$ cat src/design/lppr_pkg.sv
// Shared types and constants for the length-prefixed packet reassembler.
`default_nettype none

package lppr_pkg;

  localparam int unsigned BUFFER_BYTES_DEF = 4096;
  localparam int unsigned HEADER_BYTES_DEF = 4;

  localparam int unsigned DATA_W     = 8;
  localparam int unsigned CLEN_W     = 13;
  localparam int unsigned LEN_W      = 16;
  localparam int unsigned STATUS_W   = 4;
  localparam int unsigned CFG_DATA_W = 16;
  localparam int unsigned CFG_IDX_W  = 1;
  localparam int unsigned S_TDATA_W  = 24;
  localparam int unsigned S_TUSER_W  = 2;
  localparam int unsigned M_TDATA_W  = 24;
  localparam int unsigned M_TUSER_W  = 4;

  localparam logic [LEN_W-1:0] MAX_LEN_RESET = 16'd4096;
  localparam logic [LEN_W-1:0] LEN_MASK      = 16'h7FFF;

  typedef enum logic [1:0] {
    KIND_PUSH  = 2'd0,
    KIND_POP   = 2'd1,
    KIND_READ  = 2'd2,
    KIND_CLEAR = 2'd3
  } kind_e;

  typedef enum logic [STATUS_W-1:0] {
    STATUS_STORED     = 4'd0,
    STATUS_DROPPED    = 4'd1,
    STATUS_SHORT      = 4'd2,
    STATUS_INCOMPLETE = 4'd3,
    STATUS_CORRUPT    = 4'd4,
    STATUS_READY      = 4'd5,
    STATUS_BUSY       = 4'd6,
    STATUS_BYTE       = 4'd7,
    STATUS_EMPTY      = 4'd8
  } status_e;

  typedef enum logic [CFG_IDX_W-1:0] {
    CFG_MAX_LEN  = 1'b0,
    CFG_LEN_MODE = 1'b1
  } cfg_idx_e;

  typedef enum logic [2:0] {
    ST_IDLE     = 3'd0,
    ST_RD_DATA  = 3'd1,
    ST_POP_LO   = 3'd2,
    ST_POP_HI   = 3'd3,
    ST_POP_EVAL = 3'd4
  } ctrl_state_e;

  typedef struct packed {
    logic push;
    logic clear;
    logic read_none;
    logic res_busy;
    logic res_short;
    logic rd_next;
    logic read_out;
    logic latch_lo;
    logic latch_len;
    logic pop_eval;
  } dp_cmd_t;

  typedef struct packed {
    logic res_block;
    logic read_busy;
    logic can_read;
    logic held_short;
  } dp_stat_t;

endpackage

`default_nettype wire

$ cat src/design/lppr_ctrl.sv
// Sequencing controller: decodes transfers and steps header fetch and byte reads.
`default_nettype none

module lppr_ctrl import lppr_pkg::*; (
  input  wire logic     clk_i,
  input  wire logic     rst_ni,
  input  wire logic     in_valid_i,
  input  wire kind_e    in_kind_i,
  input  wire dp_stat_t stat_i,
  output logic          in_ready_o,
  output dp_cmd_t       cmd_o
);

  ctrl_state_e state_q, state_d;
  logic        fire;

  assign in_ready_o = (state_q == ST_IDLE) && !stat_i.res_block;
  assign fire       = in_valid_i && in_ready_o;

  always_comb begin
    state_d = state_q;
    unique case (state_q)
      ST_IDLE: begin
        if (fire) begin
          unique case (in_kind_i)
            KIND_READ: begin
              if (stat_i.can_read) state_d = ST_RD_DATA;
            end
            KIND_POP: begin
              if (!stat_i.read_busy && !stat_i.held_short) state_d = ST_POP_LO;
            end
            default: state_d = ST_IDLE;
          endcase
        end
      end
      ST_RD_DATA:  state_d = ST_IDLE;
      ST_POP_LO:   state_d = ST_POP_HI;
      ST_POP_HI:   state_d = ST_POP_EVAL;
      ST_POP_EVAL: state_d = ST_IDLE;
      default:     state_d = ST_IDLE;
    endcase
  end

  always_comb begin
    cmd_o = '0;
    unique case (state_q)
      ST_IDLE: begin
        if (fire) begin
          unique case (in_kind_i)
            KIND_PUSH:  cmd_o.push  = 1'b1;
            KIND_CLEAR: cmd_o.clear = 1'b1;
            KIND_READ:  cmd_o.read_none = !stat_i.can_read;
            KIND_POP: begin
              cmd_o.res_busy  = stat_i.read_busy;
              cmd_o.res_short = !stat_i.read_busy && stat_i.held_short;
            end
            default: cmd_o = '0;
          endcase
        end
      end
      ST_RD_DATA: cmd_o.read_out = 1'b1;
      ST_POP_LO: begin
        cmd_o.latch_lo = 1'b1;
        cmd_o.rd_next  = 1'b1;
      end
      ST_POP_HI:   cmd_o.latch_len = 1'b1;
      ST_POP_EVAL: cmd_o.pop_eval  = 1'b1;
      default:     cmd_o = '0;
    endcase
  end

  always_ff @(posedge clk_i or negedge rst_ni) begin
    if (!rst_ni) begin
      state_q <= ST_IDLE;
    end else begin
      state_q <= state_d;
    end
  end

endmodule

`default_nettype wire

$ cat config.mk
export PLATFORM = sky130hd
export DESIGN_NAME = lppr_ctrl
export DESIGN_NICKNAME = d
export VERILOG_FILES = /design/src/design/lppr_pkg.sv /design/src/design/lppr_ctrl.sv
export SDC_FILE = /design/constraint.sdc
export NUM_CORES = 1
export LEC_CHECK = 0
export BUFFER_PORTS_ARGS = -buffer_cell sky130_fd_sc_hd__buf_4
export CAP_MARGIN = 20
export CORE_AREA = 5 5 42 44
export DETAILED_ROUTE_END_ITERATION = 7
export DIE_AREA = 0 0 47 49
export GPL_TIMING_DRIVEN = 0
export PLACE_DENSITY_LB_ADDON = 0.12
export SYNTH_ARGS = -nofsm -noshare
export SYNTH_HDL_FRONTEND = slang
export SYNTH_SLANG_ARGS = --single-unit
$ cat constraint.sdc
create_clock -name clk_i -period 1.46 [get_ports clk_i]
set_input_delay 0.219 -clock clk_i [delete_from_list [all_inputs] [get_ports clk_i]]
set_output_delay 0.219 -clock clk_i [all_outputs]
set_load 0.03 [all_outputs]
# Yosys cells after proc, flatten, opt, wreduce, memory -nomap -nowiden
# Index checks and enable logic that the tools add are counted.
# classes
n_eq_ne,10
mux,16
n_reduce_logical,11
# ops
cell,n
$mux W10,1
$pmux W1 S2,5
$mux W3,3
$pmux W3 S3,1
$eq A3 B2 Y1 const B,2
$ne A3 B3 Y1 const B,2
$pmux W3 S2,1
$mux W5,1
$eq A2 B2 Y1 const B,2
$logic_and A1 B1 Y1,4
$logic_not A1 Y1,4
$eq A3 B1 Y1 const B,1
$eq A3 B3 Y1 const B,1
$logic_not A3 Y1,1
$mux W1,3
$reduce_and A3 Y1,1
$eq A2 B1 Y1 const B,1
$logic_not A2 Y1,1
$mux W2,1
$ne A2 B2 Y1 const B,1
# totals
reg_bits,3
inputBits,9
output_inout_bits,11
word_cells,38

# Logic depth before layout (Yosys ltp)
# depth
depth_word,6
depth_mapped,3
mapped_depth_nobuf,3

# Worst setup path before layout
# No wires, ideal clock.
# synth_timing
path_kind,register to output
from,reg state_q[0]
to,out cmd_o[9] in the netlist's numbering
t_arrival_ps,1898
t_required_ps,1241
slack_ps,-657
path_stages_with_launch,3
n_path_buf,0
cell_sequence,dfrtp_1 -> or4_4 -> nor4_1
# synth_rtl
element,line,text
start: declaration,lppr_ctrl.sv:14,"ctrl_state_e state_q, state_d;"
start signal: assignment,lppr_ctrl.sv:76,state_q <= state_d;
end: declaration,lppr_ctrl.sv:11,output dp_cmd_t cmd_o

==> qor.csv <==
stage,metric,value,unit
clock_tree,CTS Root Cell,clkbuf_4,
power,power per cell area,1530,nW/um^2
routing,drt pass-1 iters,2,
timing,final slew viol count,0,
logic_synthesis,post-synthesis sequential area ratio,31.1,%
clock_tree,Num CTS Buffers,3,
global_routing,GRT overflow,0,
timing,Slew @ Worst Pin,374,ps
clock_tree,TritonCTS sink count,3,
logic_synthesis,cell count after synthesis,26,
timing,Sum Neg Setup Slack,-1970,ps
placed_design,GPL Wtd Cong,0.712,
min_path,hold_sp,stat_i[1],
die,die area,2300,um^2
routing,vias per inst,4.30,
clock_tree,H-tree Lvls,1,
logic_synthesis,cell area after synthesis,241,um^2
final_layout,Top reg by flops,state_q,
routing,Starting DRT DRC Count,2,
final_layout,max reg flops,3,
setup_path,r2r setup slk,220,ps
logic_synthesis,Synth Flop Type,dfrtp_1,
logic_synthesis,Syn. warnings,0,
clock_tree,maximum clock insertion buffer count,2,
clock_tree,clock transition at the registers of the reported paths,40,ps
status,status,finished with violations,
setup_path,Worst setup SP type,flop,
flow_run,max cap viols,0,
routing,post-route antenna net violation count,0,
die,Row Count,14,
routing,drt total wl,901,um
die,core area,1400,um^2
routing,DR vias,314,
setup_path,crit path from,state_q[1]$_DFFE_PN0P_,
setup_path,WP data arrival,1600,ps
final_layout,Top Registers,state_q (3),
power,peak supply drop,652,uV
min_path,WHS Path Cells,2,
status,failing checks,setup timing,
final_layout,ANT cells,0,
timing,post-route clock period utilization,125,%
timing,setup slack after layout,-359,ps
global_routing,first-pass GRT wire length,1410,um
power,Lkg Pwr,0.299,nW
setup_path,critical path capture point type,output pin,
clock_tree,clock network latency to the later pin of the worst-skew pair,240,ps
logic_synthesis,Syn Area/Cell,9.29,um^2
die,Die W,47,um
clock_tree,CTS tree,built,
die,Initial Util,17.2,%
setup_path,RR Startpoint,state_q[0]$_DFFE_PN0P_,
timing,Final Setup Violations,6,
die,I/O Pins,20,
min_path,HP Class,in -> reg,
global_routing,initial antenna violation count,0,
final_layout,nets,67,
routing,wire per inst,12.3,um
setup_path,Reg2Reg Depth,3,
global_routing,all-layer global routing usage,8.98,%
final_layout,area delta synth->final,148,%
timing,unrepaired setup endpoints after global routing,true,
timing,fmax,550,MHz
logic_synthesis,count of cell types in the netlist,17,
timing,post-layout min period,1820,ps
logic_synthesis,syn_nets,35,
final_layout,non-filler instance count after layout,73,
placed_design,# placed instances,61,
placed_design,post-detail-place hpwl,680,um
logic_synthesis,most frequent cell after synthesis,nor3b_1,
final_layout,Fill cells,157,
placed_design,Port Buffers,19,
final_layout,share of cells above drive strength 1,77.2,%
global_routing,largest net degree at the start of global routing,8,
global_routing,number of global-route vias before repair,341,
logic_synthesis,Yosys reg bits,3,
logic_synthesis,"top cells by area, synth","dfrtp_1, nor3b_1, and3b_2, nor4_2, inv_1",
min_path,worst hold endpoint,state_q[0]$_DFFE_PN0P_,
timing,max_slew headroom,74.7,%
logic_synthesis,ys async rst share,100,%
setup_path,Crit Path Class,reg -> out,
logic_synthesis,top cell type's share of synthesized area,31.1,%
setup_path,largest fanout on the critical path,4,
routing,DRC Markers,0,
logic_synthesis,number of enable-type register cells in the synthesized netlist,0,
timing,Final Skew,2.70,ps
logic_synthesis,Post-synth top cells,"nor3b_1, dfrtp_1, inv_1, and3b_2, nor3_1",
timing,Final Hold Vio Count,0,
setup_path,FF-to-FF End,state_q[0]$_DFFE_PN0P_,
logic_synthesis,largest area contributor in the netlist,dfrtp_1,
die,Die H,49,um
setup_path,CP Data Required Time,1240,ps
metal layers:
layer / GRT usage (%) / vias up / part of all wire (%)
li1: - / 158 / -
met1: 8.02 / 137 / 33
met2: 14.7 / 14 / 55
met3: 1.85 / 5 / 7.9
met4: 9.68 / 0 / 4.4
met5: 0 / - / 0
timing repair:
| action | 4_1_cts | 5_1_grt |
|---|---|---|
| hold endpoints to repair | 3 | 0 |
| hold buffers | 1 | 0 |
| buffers inserted | 5 | 3 |
| pin swaps | 3 | 2 |
| gates resized for setup | 8 | 5 |
| endpoints found under the setup margin | 7 | 8 |
final cells by class:
type | count | area [um^2] | area share (%)
clock buffer | 4 | 26.3 | 4.39
inverter | 4 | 15.0 | 2.51
multi-input combinational | 18 | 200 | 33.5
sequential | 3 | 77.6 | 13.0
tap | 16 | 20.0 | 3.35
timing repair buffer | 28 | 259 | 43.3
report_power, final:
part	internal (W)	switching, W
Combinational	0.000333	0.000299
Clock	0.000103	0.0000458
Sequential	0.000111	0.0000230
cells in the final DEF, fill, tap and decap left out:
| cell | n |
|---|---|
| dlygate4sd3_1 | 1 |
| buf_12 | 1 |
| a31o_2 | 1 |
| nor4b_1 | 1 |
| nor3b_2 | 1 |
| and4_4 | 1 |
| nor3b_4 | 1 |
| nand2b_1 | 1 |
| a41o_1 | 1 |
| nor3_4 | 2 |
| nor4_4 | 1 |
| clkbuf_1 | 1 |
| clkbuf_4 | 3 |
| and3b_2 | 2 |
| dfrtp_2 | 2 |
| inv_2 | 1 |
| or4_4 | 1 |
| nand2_1 | 1 |
| buf_4 | 17 |
| nor4_2 | 1 |
| dfrtp_1 | 1 |
| nand3b_1 | 1 |
| nor3b_1 | 2 |
| inv_1 | 3 |
| buf_6 | 9 |
worst max-delay path by stage:
stage	to	slack (ps)	cells past startpoint
2_1_floorplan	cmd_o[9]	-310	2
3_3_place_gp	cmd_o[5]	-210	4
3_5_place_dp	cmd_o[5]	-230	4
4_1_cts	cmd_o[8]	-400	4
5_1_grt	cmd_o[8]	-410	4
6_report	cmd_o[8]	-360	4
worst max-delay path, stage by stage (launching register included):
cell and delay (ps):
dfrtp_1 370, or4_4 580, buf_12 160, nor3_4 110, buf_6 150
per-stage QoR:
step	cell area (um^2)	hold slack, ps	setup slack, ps	power, W	util (%)
finish	598	285	-359	0.000915	42.7
global route	598	291	-410	0.000969	42.7
CTS	558	283	-402	0.000846	39.8
detailed placement	449	8.64	-233	0.000557	32.1
global placement	449	7.75	-209	0.000550	32.1
floorplan	287	-76.6	-311	0.000411	-
cells by family after synthesis:
| logic type | after synthesis | share of synthesized area [%] |
|---|---|---|
| buf+inv | 5 | 9.33 |
| flops | 3 | 31.1 |
| simple gates | 16 | 51.8 |
| compound gates | 2 | 7.77 |
No activity file was read; power rests on OpenSTA's default activity.
